--- config.mk ---
export PLATFORM = sky130hd
export DESIGN_NAME = tpg_queue
export DESIGN_NICKNAME = d
export VERILOG_FILES = /design/src/hdl/tpg_pkg.sv /design/src/hdl/tpg_queue.sv
export SDC_FILE = /design/constraint.sdc
export NUM_CORES = 1
export LEC_CHECK = 0
export BUFFER_PORTS_ARGS = -buffer_cell sky130_fd_sc_hd__buf_4
export CAP_MARGIN = 40
export CELL_PAD_IN_SITES_DETAIL_PLACEMENT = 1
export CELL_PAD_IN_SITES_GLOBAL_PLACEMENT = 2
export CORE_MARGIN = 2
export CORE_UTILIZATION = 40
export DETAILED_ROUTE_END_ITERATION = 10
export PLACE_DENSITY_LB_ADDON = 0.2
export SYNTH_ARGS = -nofsm -noshare
export SYNTH_HDL_FRONTEND = slang
export SYNTH_SLANG_ARGS = --single-unit
export TNS_END_PERCENT = 1
--- constraint.sdc ---
create_clock -name clock -period 7.9 [get_ports clock]
set_input_delay 0 -clock clock [delete_from_list [all_inputs] [get_ports clock]]
set_output_delay 0 -clock clock [all_outputs]
set_load 0.005 [all_outputs]
--- src/hdl/tpg_pkg.sv ---
// Shared phase codes and register indexes for the trapezoid pulse generator.
`default_nettype none
package tpg_pkg;

   typedef enum logic [2:0] {
      PH_INITIAL = 3'd0,
      PH_RISING  = 3'd1,
      PH_HIGH    = 3'd2,
      PH_FALLING = 3'd3,
      PH_PAST    = 3'd4
   } phase_type;

   localparam logic [2:0] REG_INITIAL_VALUE = 3'd0;
   localparam logic [2:0] REG_PULSE_VALUE   = 3'd1;
   localparam logic [2:0] REG_DELAY_TICKS   = 3'd2;
   localparam logic [2:0] REG_RISE_TICKS    = 3'd3;
   localparam logic [2:0] REG_FALL_TICKS    = 3'd4;
   localparam logic [2:0] REG_WIDTH_TICKS   = 3'd5;
   localparam logic [2:0] REG_PERIOD_TICKS  = 3'd6;

endpackage
`default_nettype wire

--- src/hdl/tpg_queue.sv ---
// Two-entry queue between the front end and the back end.
`default_nettype none
module tpg_queue
   import tpg_pkg::*;
#(
   parameter int WIDTH = 64
) (
   input  wire logic             clock,
   input  wire logic             reset,
   input  wire logic             push,
   input  wire logic [WIDTH-1:0] push_data,
   output logic                  full,
   input  wire logic             pop,
   output logic                  not_empty,
   output logic [WIDTH-1:0]      pop_data
);

   logic [WIDTH-1:0] mem_ff [2];
   logic             wr_ff, wr_in;
   logic             rd_ff, rd_in;
   logic [1:0]       cnt_ff, cnt_in;
   logic             do_push, do_pop;

   assign full      = cnt_ff == 2'd2;
   assign not_empty = cnt_ff != 2'd0;
   assign do_push   = push && !full;
   assign do_pop    = pop && not_empty;
   assign pop_data  = mem_ff[rd_ff];

   always_comb begin
      wr_in  = do_push ? !wr_ff : wr_ff;
      rd_in  = do_pop ? !rd_ff : rd_ff;
      cnt_in = cnt_ff + {1'b0, do_push} - {1'b0, do_pop};
   end

   always_ff @(posedge clock) begin
      if (reset) begin
         wr_ff  <= 1'b0;
         rd_ff  <= 1'b0;
         cnt_ff <= 2'd0;
      end else begin
         wr_ff  <= wr_in;
         rd_ff  <= rd_in;
         cnt_ff <= cnt_in;
      end
   end

   always_ff @(posedge clock) begin
      if (do_push) begin
         mem_ff[wr_ff] <= push_data;
      end
   end

endmodule
`default_nettype wire

==> results of run 1 <==
-- cells by family (layout without fill, tap and decap cells) --
family	Yosys count	in the layout	synth area share
multiplexers	64	64	0.148
adder cells (fa/ha/maj)	2	2	0.00513
XOR/XNOR	3	3	0.00539
buffers and inverters	11	237	0.0185
AO/OA/AOI/OAI	3	3	0.00359
AND/OR/NAND/NOR	9	9	0.0103
flip-flops	133	133	0.809
-- through the flow --
stage | total power, mW | hold slack [ns] | instance area (sq um) | utilization | worst slack, ns
after global routing | 2.22 | 0.0234 | 7230 | 0.605 | 5.31
after detailed placement | 1.39 | 0.189 | 6020 | 0.503 | 5.48
final | 2.13 | 0.0257 | 7230 | 0.605 | 5.51
after CTS | 2.15 | 0.0124 | 7230 | 0.605 | 5.44
after global placement | 1.37 | 0.186 | 6000 | 0.502 | 5.54
after floorplan | 1.16 | 0.0691 | 4870 | - | 5.39
-- routing by layer --
metal | vias up | routed length [um]
li1 | 1305 | -
met1 | 1336 | 4080
met2 | 76 | 5200
met3 | 14 | 427
met4 | 0 | 208
met5 | - | 0
-- flip-flops by register name (all words and copies together), names as in the netlist, named ones only --
register and flops:
mem_ff 128, rd_ff 1, wr_ff 1, cnt_ff 2
-- Yosys cell counts (all sizes together) --
cell type / count / area [sq um]
nor2: 3 / 11.3
or2: 1 / 6.26
ha: 2 / 25.0
xor2: 1 / 8.76
nor2b: 1 / 6.26
a21oi: 1 / 5.00
nand2b: 1 / 8.76
nand2: 1 / 3.75
inv: 4 / 15.0
dfxtp: 5 / 100
and3: 1 / 7.51
buf: 7 / 75.1
mux2: 64 / 721
or3: 1 / 6.26
xnor2: 2 / 17.5
o21ai: 1 / 5.00
o21a: 1 / 7.51
edfxtp: 128 / 3840
-- what timing repair did --
item / in CTS / in global routing
endpoints found under the hold margin: 133 / 0
resized for setup: 0 / 0
hold buffers: 65 / 0
-- power groups by stage --
stage | clock network [mW] | logic (mW) | registers (mW)
after floorplan | 0 | 0.253 | 0.908
after global placement | 0 | 0.415 | 0.953
after detailed placement | 0 | 0.450 | 0.936
after CTS | 0.745 | 0.481 | 0.922
after global routing | 0.775 | 0.512 | 0.934
final | 0.734 | 0.471 | 0.921
-- tightest hold or removal path: cells and delay by family --
kind	cells	cell delay, ns
buf+inv	2	0.18
simple gates	1	0.14
compound gates	1	0.07
-- final timing paths --
path,startpoint,end,slack [ns]
worst max-delay path,cnt_ff[0],mem_ff[0][60],5.51
worst min-delay path,push,wr_ff,0.03
worst min register to register,wr_ff,wr_ff,0.52
worst max register to register,cnt_ff[0],mem_ff[0][60],5.51
-- cell type report --
type	instances	area, sq um
Multi-Input combinational cell	81	840
Sequential cell	133	3950
Tap cell	147	184
Clock inverter	4	45.0
Clock buffer	28	517
Timing Repair Buffer	201	1680
Fill cell	1073	4730
Inverter	4	15.0
==> flow_metrics.tcl, run 1 <==
set metrics [dict create \
    met3_usage 0.0503 \
    cts_tree "done" \
    cpMostUsedCell "inv_2" \
    required_ns 7.95 \
    io_pins 134 \
    grt_usage 0.162 \
    gr-total-overflow 0 \
    syn_to_final_growth_pct 48.4 \
    max-cap-violations 0 \
    drt_first_pass_iters 4 \
    finalClockSkew_ns 0.00694 \
    die_x_um 114 \
    p_per_area_nw_per_um2 294 \
    hold_class "input pin to flip-flop" \
    setup_viol 0 \
    grtUsageMet1 0.194 \
    layout_commonest_cell "buf_4" \
    postCtsSetupBuffers 0 \
    drv_slew 0 \
    dieArea_sq_um 13100 \
    ys_seq_area_frac 0.809 \
    avgSynthCellArea_sq_um 21.7 \
    vias 2731 \
    synth_area_sq_um 4870 \
    cts_max_level 4 \
    cp_slowest_stage_delay_ns 0.54 \
    die_h_um 114 \
    dp_hpwl_um 5860 \
    critPathMaxFanout 34 \
    cp_num_buf_inv 3 \
    slew_headroom 0.493 \
    grt.met2_usage 0.271 \
    yosysUniqueCellTypes 20 \
    finalCriticalPeriod_ns 2.39 \
    core-area_sq_um 12000 \
    finalCritPeriodShare 0.302 \
    grt_max_degree 36 \
    critPathSlowestCell "inv_2" \
    drive_gt1_frac 0.514 \
    root_buffer "clkbuf_16" \
    dp.cells 501 \
    timing.setup.tns_ns 0 \
    yosysWarnings 0 \
    grt_pass1_wl_um 15600 \
    p_seq_frac 0.433 \
    drt_wl_total_um 9910 \
    worstSkewPairLatency_ns 0.41 \
    worstHoldPathCells 4 \
    ff2ff_path_depth 5 \
    path_cells "nand2b_2 -> inv_2 -> or3_1 -> inv_2 -> buf_4" \
    final_cells 598 \
    routabilityCongestion 0.688 \
    clk_pin_slew_ns 0.05 \
    numCtsBuffers 17 \
    initialDrtViolationCount 84 \
    ys_ff_latch 133 \
    vdd_ir_drop_max_mv 0.169 \
    final_cell_mix "buf_4 (135), edfxtp_1 (128), dlygate4sd3_1 (65), mux2_2 (64), clkbuf_16 (17)" \
    wl_per_cell_um 16.6 \
    p_sw_uw 492 \
    cts_max_path_buffers 2 \
    drc 0 \
    switching_share 0.231 \
    synthCells 225 \
    antenna_found_initial 0 \
    internal_power_mw 1.63 \
    hold_viol_final 0 \
    rsz0062_at_grt "no" \
    portBuffers 133 \
    combPwrFrac 0.222 \
    viasPerCell 4.57 \
    placementRows 40 \
    p_leak_nw 2.76 \
    worst_setup_path_start_kind "flip-flop" \
    diodes 0 \
    outcome "complete, no violations" \
    nets 508 \
    cp.arrival_ns 2.43 \
    worst_pin_slew_ns 0.760 \
    p_clk_frac 0.345 \
    ant_nets 0 \
    grt_pass1_vias 3029 \
    fmax_mhz 419 \
    grt-busiest-layer "met2" \
    end_kind "flip-flop" \
    synth_fp_nets 295 \
    path_class "flip-flop to flip-flop" \
    initial_core_util 0.407 \
    cp.depth 5 \
    cts_sinks 133 \
    critical-path-top-delay-family "buffers and inverters" \
]
(Power assumes the default switching activity.)
==> run 2, diff against run 1 <==
CORE_UTILIZATION = 34   (was 40)
clock period = 1.95 ns   (was 7.9 ns; I/O delays follow)
==> run 2 against run 1 <==
Against the previous run:
- via count up 1.6%
- combinational power increased to 4.4 times the previous value
- final cell count rose by 6.5%
==> flow_metrics.tcl, run 2 (synthesis results as in run 1) <==
set metrics [dict create \
    outcome "complete, no violations" \
    placementRows 43 \
    finalClockSkew_ns 0.00501 \
    cts-resized-gates 0 \
    worstSkewPairLatency_ns 0.41 \
    die_x_um 124 \
    path_cells "nand2b_4 -> inv_2 -> or3_4 -> clkinvlp_4 -> buf_4" \
    regMostFlops "mem_ff" \
    drt_wl_total_um 9950 \
    largest_reg_flops 128 \
    root_buffer "clkbuf_16" \
    final_cell_mix "buf_4 (137), edfxtp_1 (128), dlygate4sd3_1 (66), mux2_2 (64), clkbuf_16 (17)" \
    pre_cts_ws_ns 0.192 \
    hold_end "rd_ff" \
    dp_hpwl_um 6170 \
    cts_sinks 133 \
    nets 513 \
    required_ns 2.05 \
    wl_per_cell_um 15.6 \
    portBuffers 133 \
    drv_slew 0 \
    cts_tree "done" \
    critPathSlowestCell "dfxtp_1" \
    r2r-end "mem_ff[0][28]" \
    cp_slowest_stage_delay_ns 0.36 \
    drt_first_pass_iters 4 \
    finalPower_mw 9.09 \
    path_class "flip-flop to flip-flop" \
    finalCriticalPeriod_ns 1.75 \
    finalCritPeriodShare 0.897 \
    drc 0 \
    cp.arrival_ns 1.85 \
    ant_nets 0 \
    p_per_area_nw_per_um2 1220 \
    hold_viol_final 0 \
    r2r_slack_ns 0.20 \
    vias 2776 \
    r2r-start "cnt_ff[0]" \
    fmax_mhz 572 \
    die_h_um 124 \
    postCtsSetupBuffers 0 \
    cts_max_level 4 \
    drive_gt1_frac 0.531 \
    initialDrtViolationCount 152 \
    initial_core_util 0.350 \
    p_leak_nw 2.82 \
    hold_class "input pin to flip-flop" \
    io_pins 134 \
    syn_to_final_growth_pct 52.5 \
    slew_headroom 0.749 \
    whs_ns 0.0363 \
    end_kind "flip-flop" \
    timing.setup.tns_ns 0 \
    setup_slack_ns 0.201 \
    dieArea_sq_um 15300 \
    worstHoldPathCells 4 \
    ff2ff_path_depth 5 \
    numCtsBuffers 17 \
    final_cells 637 \
    final_area_sq_um 7430 \
    layout_commonest_cell "buf_4" \
    rsz0062_at_grt "no" \
    critical-path-top-delay-family "buffers and inverters" \
    grt_pass1_vias 2928 \
    antenna_found_initial 1 \
    clk_pin_slew_ns 0.06 \
    cp_num_buf_inv 3 \
    viasPerCell 4.36 \
    grt_max_degree 40 \
    critPathMaxFanout 15 \
    worst_pin_slew_ns 0.377 \
    core-area_sq_um 13900 \
    setup_viol 0 \
    vdd_ir_drop_max_mv 0.788 \
    worst_setup_path_start_kind "flip-flop" \
    gr-total-overflow 0 \
    top_regs "mem_ff (128), cnt_ff (2)" \
    dp.cells 538 \
    grt_usage 0.137 \
    grt_pass1_wl_um 15100 \
    fin_util 0.533 \
    routabilityCongestion 0.669 \
    hp-start "pop" \
    cts_max_path_buffers 2 \
    placed_area_sq_um 6130 \
    max-cap-violations 0 \
]
-- run 2: worst register-to-register path, stage by stage, from the launching register on --
cell and delay [ns]:
dfxtp_1 0.36, nand2b_4 0.15, inv_2 0.04, or3_4 0.34
clkinvlp_4 0.24, buf_4 0.30
-- run 2: layer usage --
metal | vias to the layer above | global-route usage | routed length (um)
met5 | - | 0 | 0
met4 | 0 | 0.0618 | 193
met3 | 17 | 0.0549 | 706
met2 | 93 | 0.221 | 4880
met1 | 1347 | 0.163 | 4170
li1 | 1319 | - | -
-- run 2: how the worst max path moves through the flow --
stage	from	to	slack, ns	cells after the start
CTS	cnt_ff[0]	mem_ff[0][53]	0.18	5
floorplan	cnt_ff[1]	mem_ff[0][0]	0.01	4
detailed placement	cnt_ff[0]	mem_ff[0][31]	0.19	5
global placement	cnt_ff[0]	mem_ff[0][11]	0.22	5
global route	cnt_ff[0]	mem_ff[0][53]	0.1	5
finish	cnt_ff[0]	mem_ff[0][28]	0.20	5
-- run 2: timing repair --
item,CTS,global route
endpoints found under the hold margin,133,0
setup endpoints to repair,0,0
hold buffers,66,0
-- run 2: power breakdown --
group	internal, mW	switching [mW]
clock	2.25	1.14
combinational	1.21	0.860
sequential	3.55	0.0901
-- run 2: area by class of cell --
type	count	area (sq um)
clock inverter	15	211
tap	180	225
antenna	1	2.50
inverter	4	18.8
fill	1318	6500
multi-input combinational	81	853
clock buffer	17	425
sequential	133	3950
timing repair buffer	206	1750
==> run 3, diff against run 2 <==
CELL_PAD_IN_SITES_GLOBAL_PLACEMENT = 1   (was 2)
CORE_ASPECT_RATIO = 1.25   (was unset)
CORE_UTILIZATION = 39   (was 34)
==> run 3 against run 2 <==
Against the previous run:
- die area shrank 12%
- first-iteration DRC count decreased by 51%
- combinational power about the same
- non-clock buffer count fell by 1
- flip-flop and latch count is the same
- via count is 1.1% higher
- global-route usage rose by 2.2 points
- critical path type unchanged
- largest cell class unchanged
==> flow_metrics.tcl, run 3 (synthesis results as in run 1) <==
set metrics [dict create \
    root_buffer "clkbuf_16" \
    placed_area_sq_um 6120 \
    initialDrtViolationCount 74 \
    r2r-end "mem_ff[0][42]" \
    outcome "complete, no violations" \
    worst_pin_slew_ns 0.460 \
    finalClockSkew_ns 0.0104 \
    r2r_slack_ns 0.25 \
    fmax_mhz 589 \
    required_ns 2.05 \
    cp.arrival_ns 1.80 \
    drive_gt1_frac 0.531 \
    viasPerCell 4.54 \
    end_kind "flip-flop" \
    layout_commonest_cell "buf_4" \
    core-area_sq_um 12200 \
    numCtsBuffers 17 \
    die_x_um 104 \
    whs_ns 0.0323 \
    syn_to_final_growth_pct 51.0 \
    vias 2807 \
    drc 0 \
    r2r-start "cnt_ff[0]" \
    hold_buffers 65 \
    fillers 1128 \
    critPathMaxFanout 11 \
    hold_end "wr_ff" \
    grt_pass1_wl_um 16000 \
    clk_pin_slew_ns 0.06 \
    die_h_um 129 \
    top_regs "mem_ff (128), cnt_ff (2)" \
    regMostFlops "mem_ff" \
    drt_wl_total_um 10200 \
    hold_viol_final 0 \
    gr-total-overflow 0 \
    dp_hpwl_um 6300 \
    wl_per_cell_um 16.5 \
    hold_class "input pin to flip-flop" \
    finalCriticalPeriod_ns 1.70 \
    routabilityCongestion 0.720 \
    initial_core_util 0.401 \
    worst_setup_path_start_kind "flip-flop" \
    seq_area_sq_um 3950 \
    slew_headroom 0.693 \
    p_leak_nw 2.80 \
    rsz0062_at_grt "no" \
    drt_first_pass_iters 4 \
    cts-resized-gates 0 \
    cts_sinks 133 \
    cts_max_level 4 \
    final_area_sq_um 7360 \
    grt_usage 0.159 \
    dieArea_sq_um 13400 \
    hp-start "push" \
    worstSkewPairLatency_ns 0.40 \
    antenna_found_initial 0 \
    multiInputGateArea_sq_um 850 \
    finalCritPeriodShare 0.871 \
    worstHoldPathCells 4 \
    ff2ff_path_depth 5 \
    largest_reg_flops 128 \
    setup_viol 0 \
    diodes 0 \
    vdd_ir_drop_max_mv 0.594 \
    path_class "flip-flop to flip-flop" \
    grt_pass1_vias 3110 \
    placementRows 45 \
    ant_nets 0 \
    portBuffers 133 \
    timing.setup.tns_ns 0 \
    cts_max_path_buffers 2 \
    grt_max_degree 34 \
    postCtsSetupBuffers 0 \
    p_per_area_nw_per_um2 1200 \
    max-cap-violations 0 \
    io_pins 134 \
    nets 512 \
    cts_tree "done" \
    final_cell_mix "buf_4 (136), edfxtp_1 (128), dlygate4sd3_1 (65), mux2_2 (64), clkbuf_16 (17)" \
    drv_slew 0 \
]
==> run 3: cell types whose count changed in the layout (fill, tap and decap cells not counted), sizes merged <==
cell / before / now
diode: 1 / 0
clkbuf: 17 / 18
bufinv: 5 / 3
dlygate4sd3: 66 / 65
==> run 3: cell type report <==
class,count,area share
clock buffer,18,0.0583
clock inverter,13,0.0218
inverter,4,0.00255
multi-input combinational,81,0.115
sequential,133,0.536
tap,164,0.0279
timing repair buffer,205,0.238
==> run 3: worst max-delay path by stage <==
stage               slack (ns)  cells past startpoint       from             to
floorplan                 0.01                      4  cnt_ff[1]   mem_ff[0][0]
global placement          0.28                      5  cnt_ff[0]   mem_ff[0][7]
detailed placement        0.23                      5  cnt_ff[0]   mem_ff[0][6]
CTS                       0.22                      5  cnt_ff[0]  mem_ff[0][42]
global route              0.16                      5  cnt_ff[0]  mem_ff[0][42]
finish                    0.25                      5  cnt_ff[0]  mem_ff[0][42]
==> run 3: through the flow <==
step	util	instances	worst slack (ns)	total power [mW]
after floorplan	-	225	0.0103	4.72
after global placement	0.503	522	0.279	5.64
after detailed placement	0.503	522	0.233	5.68
after CTS	0.605	618	0.224	8.94
after global routing	0.605	618	0.155	9.21
final	0.605	618	0.252	8.82
==> run 3: layer usage <==
metal | GRT usage | part of all wire | up-vias
li1 | - | - | 1317
met1 | 0.166 | 0.38 | 1406
met2 | 0.298 | 0.57 | 78
met3 | 0.0527 | 0.047 | 6
met4 | 0.0612 | 0.0089 | 0
met5 | 0 | 0 | -
==> run 3: power by group <==
part	internal [mW]	total [mW]	switching, mW
Combinational	1.20	2.06	0.861
Clock	2.00	3.12	1.12
Sequential	3.55	3.64	0.0916
==> run 3: critical path, stage by stage (launching register included) <==
cell and delay (ns):
dfxtp_1 0.36, nand2b_4 0.15, inv_2 0.04, or3_4 0.34
clkinvlp_4 0.24, buf_4 0.25
